File: config.mk
export PLATFORM = sky130hd
export DESIGN_NAME = nimber_multiply_64
export DESIGN_NICKNAME = d
export VERILOG_FILES = /design/src/hdl/nm64_pkg.sv /design/src/hdl/nimber_multiply_64.sv
export SDC_FILE = /design/constraint.sdc
export NUM_CORES = 2
export LEC_CHECK = 0
export ABC_CLOCK_PERIOD_IN_PS = 2000
export BUFFER_PORTS_ARGS = -buffer_cell sky130_fd_sc_hd__buf_2
export CELL_PAD_IN_SITES_DETAIL_PLACEMENT = 0
export CELL_PAD_IN_SITES_GLOBAL_PLACEMENT = 1
export CORE_UTILIZATION = 46
export DETAILED_ROUTE_END_ITERATION = 10
export PLACE_DENSITY = 0.73
export SLEW_MARGIN = 20
export SYNTH_ARGS = -nofsm -noshare
export SYNTH_HDL_FRONTEND = slang
export SYNTH_SLANG_ARGS = --single-unit
File: constraint.sdc
create_clock -name i_clk -period 2 [get_ports i_clk]
set_input_delay 0.1 -clock i_clk [delete_from_list [all_inputs] [get_ports i_clk]]
set_output_delay 0.1 -clock i_clk [all_outputs]
set_load 0.01 [all_outputs]
File: src/hdl/nm64_pkg.sv
package nm64_pkg;

    localparam int LOG2_WIDTH_DEF = 6;
    localparam int MAX_LVL        = 6;
    localparam int MAX_HALF       = 1 << (MAX_LVL - 1);

    // per level: row i of the map x -> x (nim*) 2^(h-1) over an h-bit subfield
    typedef logic [MAX_LVL:1][MAX_HALF-1:0][MAX_HALF-1:0] t_rows;

    function automatic int pow3(input int e);
        int r;
        r = 1;
        for (int i = 0; i < e; i++) begin
            r = r * 3;
        end
        return r;
    endfunction

    // nim product within the field of 2^lvl bits
    function automatic logic [63:0] nim_mul(input logic [63:0] a, input logic [63:0] b,
                                            input int lvl);
        logic [63:0] msk;
        logic [63:0] ah;
        logic [63:0] al;
        logic [63:0] bh;
        logic [63:0] bl;
        logic [63:0] hh;
        logic [63:0] ll;
        logic [63:0] pp;
        logic [63:0] lo;
        int          h;
        if (lvl == 0) begin
            return {63'd0, a[0] & b[0]};
        end
        h   = 1 << (lvl - 1);
        msk = (64'd1 << h) - 64'd1;
        ah  = (a >> h) & msk;
        al  = a & msk;
        bh  = (b >> h) & msk;
        bl  = b & msk;
        hh  = nim_mul(ah, bh, lvl - 1);
        ll  = nim_mul(al, bl, lvl - 1);
        pp  = nim_mul(ah ^ al, bh ^ bl, lvl - 1);
        lo  = ll ^ nim_mul(hh, 64'd1 << (h - 1), lvl - 1);
        return (((pp ^ ll) & msk) << h) | (lo & msk);
    endfunction

    function automatic t_rows half_rows();
        t_rows       rows;
        logic [63:0] col;
        int          h;
        rows = '0;
        for (int l = 1; l <= MAX_LVL; l++) begin
            h = 1 << (l - 1);
            for (int j = 0; j < h; j++) begin
                col = nim_mul(64'd1 << j, 64'd1 << (h - 1), l - 1);
                for (int i = 0; i < h; i++) begin
                    rows[l][i][j] = col[i];
                end
            end
        end
        return rows;
    endfunction

endpackage

File: src/hdl/nimber_multiply_64.sv
// Pipelined nim multiplier. A pair of factors is taken in every cycle in which start is
// high (busy is always low). Its nim product is on o_product with o_valid high for one
// cycle, once it has passed through the register stages described below,
// and is taken at the edge that ends that cycle; there is no backpressure, so the
// receiver must take each product when it is strobed. The factors are registered first,
// one register stage then forms all 3^LOG2_WIDTH single-bit Karatsuba leaf products, and
// one stage per recursion level folds three half-width products into one, the last of
// which drives o_product. Factor bits above 2^LOG2_WIDTH - 1 are ignored and the product
// is zero-extended to 64 bits.
module nimber_multiply_64 #(
    parameter int LOG2_WIDTH = nm64_pkg::LOG2_WIDTH_DEF
) (
    input  logic        i_clk,
    input  logic        i_rst_n,
    input  logic        start,
    output logic        busy,
    input  logic [63:0] i_operand_x,
    input  logic [63:0] i_operand_y,
    output logic        o_valid,
    output logic [63:0] o_product
);

    localparam int L    = LOG2_WIDTH;
    localparam int W    = 1 << L;
    localparam int LEAF = nm64_pkg::pow3(L);
    localparam nm64_pkg::t_rows ROWS = nm64_pkg::half_rows();

    logic [W-1:0]             r_x;
    logic [W-1:0]             r_y;
    logic                     r_in_vld;
    logic [L:0][LEAF-1:0]     exp_a;
    logic [L:0][LEAF-1:0]     exp_b;
    logic [L:0][LEAF-1:0]     n_lvl;
    logic [L:0][LEAF-1:0]     r_lvl;
    logic [L:0]               r_vld;

    assign busy = 1'b0;

    always_ff @(posedge i_clk) begin
        r_x   <= i_operand_x[W-1:0];
        r_y   <= i_operand_y[W-1:0];
        r_lvl <= n_lvl;
        if (!i_rst_n) begin
            r_in_vld <= 1'b0;
            r_vld    <= '0;
        end else begin
            r_in_vld <= start;
            r_vld    <= {r_vld[L-1:0], r_in_vld};
        end
    end

    // zero fill of the unused upper bits at each level
    genvar gl, gn, gi;
    generate
        for (gl = 0; gl <= L; gl++) begin : g_fill
            localparam int USED = nm64_pkg::pow3(L - gl) * (1 << gl);
            if (USED < LEAF) begin : g_pad
                assign exp_a[gl][LEAF-1:USED] = '0;
                assign exp_b[gl][LEAF-1:USED] = '0;
                assign n_lvl[gl][LEAF-1:USED] = '0;
            end
        end
    endgenerate

    // operand expansion: children high, low, high^low of each node
    assign exp_a[L][W-1:0] = r_x;
    assign exp_b[L][W-1:0] = r_y;

    generate
        for (gl = L; gl >= 1; gl--) begin : g_exp
            localparam int WL = 1 << gl;
            localparam int H  = WL / 2;
            for (gn = 0; gn < nm64_pkg::pow3(L - gl); gn++) begin : g_node
                logic [WL-1:0] pa;
                logic [WL-1:0] pb;
                assign pa = exp_a[gl][gn*WL +: WL];
                assign pb = exp_b[gl][gn*WL +: WL];
                assign exp_a[gl-1][(3*gn)*H +: H]   = pa[WL-1:H];
                assign exp_a[gl-1][(3*gn+1)*H +: H] = pa[H-1:0];
                assign exp_a[gl-1][(3*gn+2)*H +: H] = pa[WL-1:H] ^ pa[H-1:0];
                assign exp_b[gl-1][(3*gn)*H +: H]   = pb[WL-1:H];
                assign exp_b[gl-1][(3*gn+1)*H +: H] = pb[H-1:0];
                assign exp_b[gl-1][(3*gn+2)*H +: H] = pb[WL-1:H] ^ pb[H-1:0];
            end
        end
    endgenerate

    assign n_lvl[0] = exp_a[0] & exp_b[0];

    // fold: high = pp ^ ll, low = ll ^ hh * 2^(h-1)
    generate
        for (gl = 1; gl <= L; gl++) begin : g_fold
            localparam int WL = 1 << gl;
            localparam int H  = WL / 2;
            for (gn = 0; gn < nm64_pkg::pow3(L - gl); gn++) begin : g_node
                logic [H-1:0] hh;
                logic [H-1:0] ll;
                logic [H-1:0] pp;
                assign hh = r_lvl[gl-1][(3*gn)*H +: H];
                assign ll = r_lvl[gl-1][(3*gn+1)*H +: H];
                assign pp = r_lvl[gl-1][(3*gn+2)*H +: H];
                assign n_lvl[gl][gn*WL+H +: H] = pp ^ ll;
                for (gi = 0; gi < H; gi++) begin : g_bit
                    assign n_lvl[gl][gn*WL+gi] = ll[gi] ^ (^(hh & ROWS[gl][gi][H-1:0]));
                end
            end
        end
    endgenerate

    assign o_valid   = r_vld[L];
    assign o_product = 64'(r_lvl[L][W-1:0]);

endmodule
==> flow_metrics.tcl <==
set metrics [dict create \
    grt.total_usage 0.236 \
    synth_area_leaders "dfxtp_1 (56%), xnor2_1 (21%), xor2_1 (13%)" \
    core_um2 169000 \
    drc_errors 0 \
    synth_top_area_frac 0.559 \
    hold_path.class "in -> reg" \
    dp_hpwl_um 169000 \
    tns_ns 0 \
    synth-seq-area-share 0.559 \
    yosysWarnings 0 \
    ioPinCount 197 \
    clk_latency_ns 0.89 \
    nets 7686 \
    drt_iter0_drc 2297 \
    fmax_mhz 503 \
    most-common-layout-cells "dfxtp_1 (2152), xnor2_1 (1874), xor2_1 (1127), buf_4 (687), nor2_1 (665)" \
    detail-route-antenna-nets 0 \
    tightest_slew_ns 0.869 \
    num_rows 151 \
    avgSynthCellArea_um2 12.5 \
    yosys.area.top_type "dfxtp_1" \
    initial_core_util 0.464 \
    root_buffer "clkbuf_16" \
    crit_path_start_kind "flip-flop" \
    grt_max_degree 20 \
    rr_worst_depth 8 \
    clkSinkCount 2195 \
    syn_area_um2 78600 \
    worstReg2RegStart "g_exp[6].g_node[0].pb[9]" \
    cp.required_ns 2.74 \
    wl_per_cell_um 20.5 \
    hold_viol 0 \
    period_needed_ns 1.99 \
    power_density_nw_per_um2 1920 \
    maxSlewViolCount 0 \
    dr.pass1.iters 7 \
    grt_overflow_total 0 \
    rsz0062_at_grt "yes" \
    grt_pass1_wl_um 292000 \
    synthDistinctLibCells 13 \
    syn_inst 6282 \
    synth-seq-cells 2195 \
    cp_max_fo 2 \
    p_leak_uw 0.0412 \
    io_buffers 195 \
    min_from "i_operand_y[37]" \
    cts.clk_slew.worst_paths_ns 0.06 \
    dieHeight_um 415 \
    post-route-util 0.580 \
    final_common_cell "dfxtp_1" \
    die_w_um 415 \
    min_to "g_exp[6].g_node[0].pb[37]" \
    maxCapViolations 0 \
    syn_nets 6413 \
    rr_endpoint "g_fold[1].g_node[161].pp" \
    fp.dieArea_um2 173000 \
    slew_headroom 0.419 \
    clock_skew_ns 0.0570 \
    cts_tree "built" \
    wl_um 204000 \
    min_delay_path_depth 2 \
    drive_gt1_frac 0.202 \
    path_class "reg -> reg" \
    cp.arrival_ns 2.73 \
    final-setup-viol-count 0 \
    endpoint_kind "flip-flop" \
    grt_pass1_vias 43900 \
    avgViaCountPerCell 4.30 \
    grt_antenna_before_repair 39 \
    cts_buffers 216 \
    syn2layout_area_growth_pct 25.1 \
    irDropWorstVdd_mv 1.30 \
    outcome "finished, final reports clean" \
    htreeDepth 4 \
    clk_path_buf_depth 3 \
    via_count 42800 \
    gp_congestion 0.924 \
    reg2reg_slack_ns 0.01 \
    fin_crit_sh 0.994 \
]
-- how the worst max path moves through the flow --
| stage | end | slack (ns) | start | cells after the start |
|---|---|---|---|---|
| 2_1_floorplan | g_fold[1].g_node[80].pp | 0.08 | g_exp[6].g_node[0].pb[54] | 7 |
| 3_3_place_gp | g_fold[1].g_node[161].pp | -0.42 | g_exp[6].g_node[0].pb[10] | 9 |
| 3_5_place_dp | g_fold[1].g_node[161].pp | -0.39 | g_exp[6].g_node[0].pb[10] | 9 |
| 4_1_cts | g_fold[1].g_node[233].pp | 0.002 | g_exp[6].g_node[0].pa[3] | 7 |
| 5_1_grt | g_fold[1].g_node[161].pp | -0.03 | g_exp[6].g_node[0].pa[10] | 7 |
| 6_report | g_fold[1].g_node[161].pp | 0.01 | g_exp[6].g_node[0].pb[9] | 8 |
-- area by class of cell --
type | count | area (um^2)
Sequential cell | 2195 | 44000
Multi-Input combinational cell | 3950 | 33900
Clock inverter | 97 | 1500
Clock buffer | 304 | 6240
Fill cell | 13800 | 71200
Antenna cell | 12 | 30.0
Timing Repair Buffer | 1192 | 9860
Tap cell | 2218 | 2780
-- report_power, final --
group          switching (uW)  internal, uW  total [uW]  leakage (uW)
clock network           17400         25100       42500       0.00378
logic                   36500         36300       72700        0.0190
registers               11800         62100       73900        0.0184
total                   65700        123000      189000        0.0412
-- flip-flops by register name, summed over array words and instances, names as in the netlist --
signal and count:
g_fold.g_node.hh 665, g_fold.g_node.ll 665, g_fold.g_node.pp 665, g_exp.g_node.pa 64, g_exp.g_node.pb 64, o_product 64, r_vld 7, r_in_vld 1
-- synthesized netlist by cell type --
cell / n
xnor2_2: 76
and2_2: 1
conb_1: 1
clkbuf_1: 7
nor2_1: 665
xnor2_1: 1908
buf_4: 101
buf_2: 1
xnor2_4: 101
and2_1: 71
buf_6: 28
xor2_1: 1127
dfxtp_1: 2195
-- kinds of logic after synthesis --
group | synth area share
other cells | 0.0000477
simple gates | 0.0375
flops | 0.559
buf+inv | 0.0141
xor+xnor | 0.389
-- layer usage --
layer	global-route usage	part of all wire	vias up
met2	0.371	0.44	998
met3	0.0426	0.050	365
met5	0	0.00068	-
met4	0.103	0.045	20
li1	-	-	21600
met1	0.316	0.46	19800
-- stage by stage --
stage               hold WS (ns)  cells  setup WS (ns)  total power, uW  instance area, um^2
floorplan                  0.128   6282         0.0847           120000                78600
global placement           0.202   9274         -0.423           146000                87200
detailed placement         0.204   9274         -0.387           147000                87200
CTS                      0.00140   9930        0.00218           190000                97700
global route             0.00378   9961        -0.0306           199000                98300
finish                    0.0359   9968         0.0122           189000                98300
-- critical path, cell delays in order, from the launching register on --
cell     delay (ns)
dfxtp_1        0.38
buf_4          0.19
xnor2_2        0.34
xnor2_1        0.25
xnor2_1        0.13
buf_4          0.16
xnor2_1        0.24
xnor2_1        0.16
nor2_1         0.05
-- what timing repair did --
item	4_1_cts	5_1_grt
resized for setup	47	44
setup buffers	8	25
pin swaps	9	31
hold buffers	247	1
setup endpoints to repair	116	21
hold endpoints to repair	136	1
Note: power is estimated with default switching activity, not from simulation.
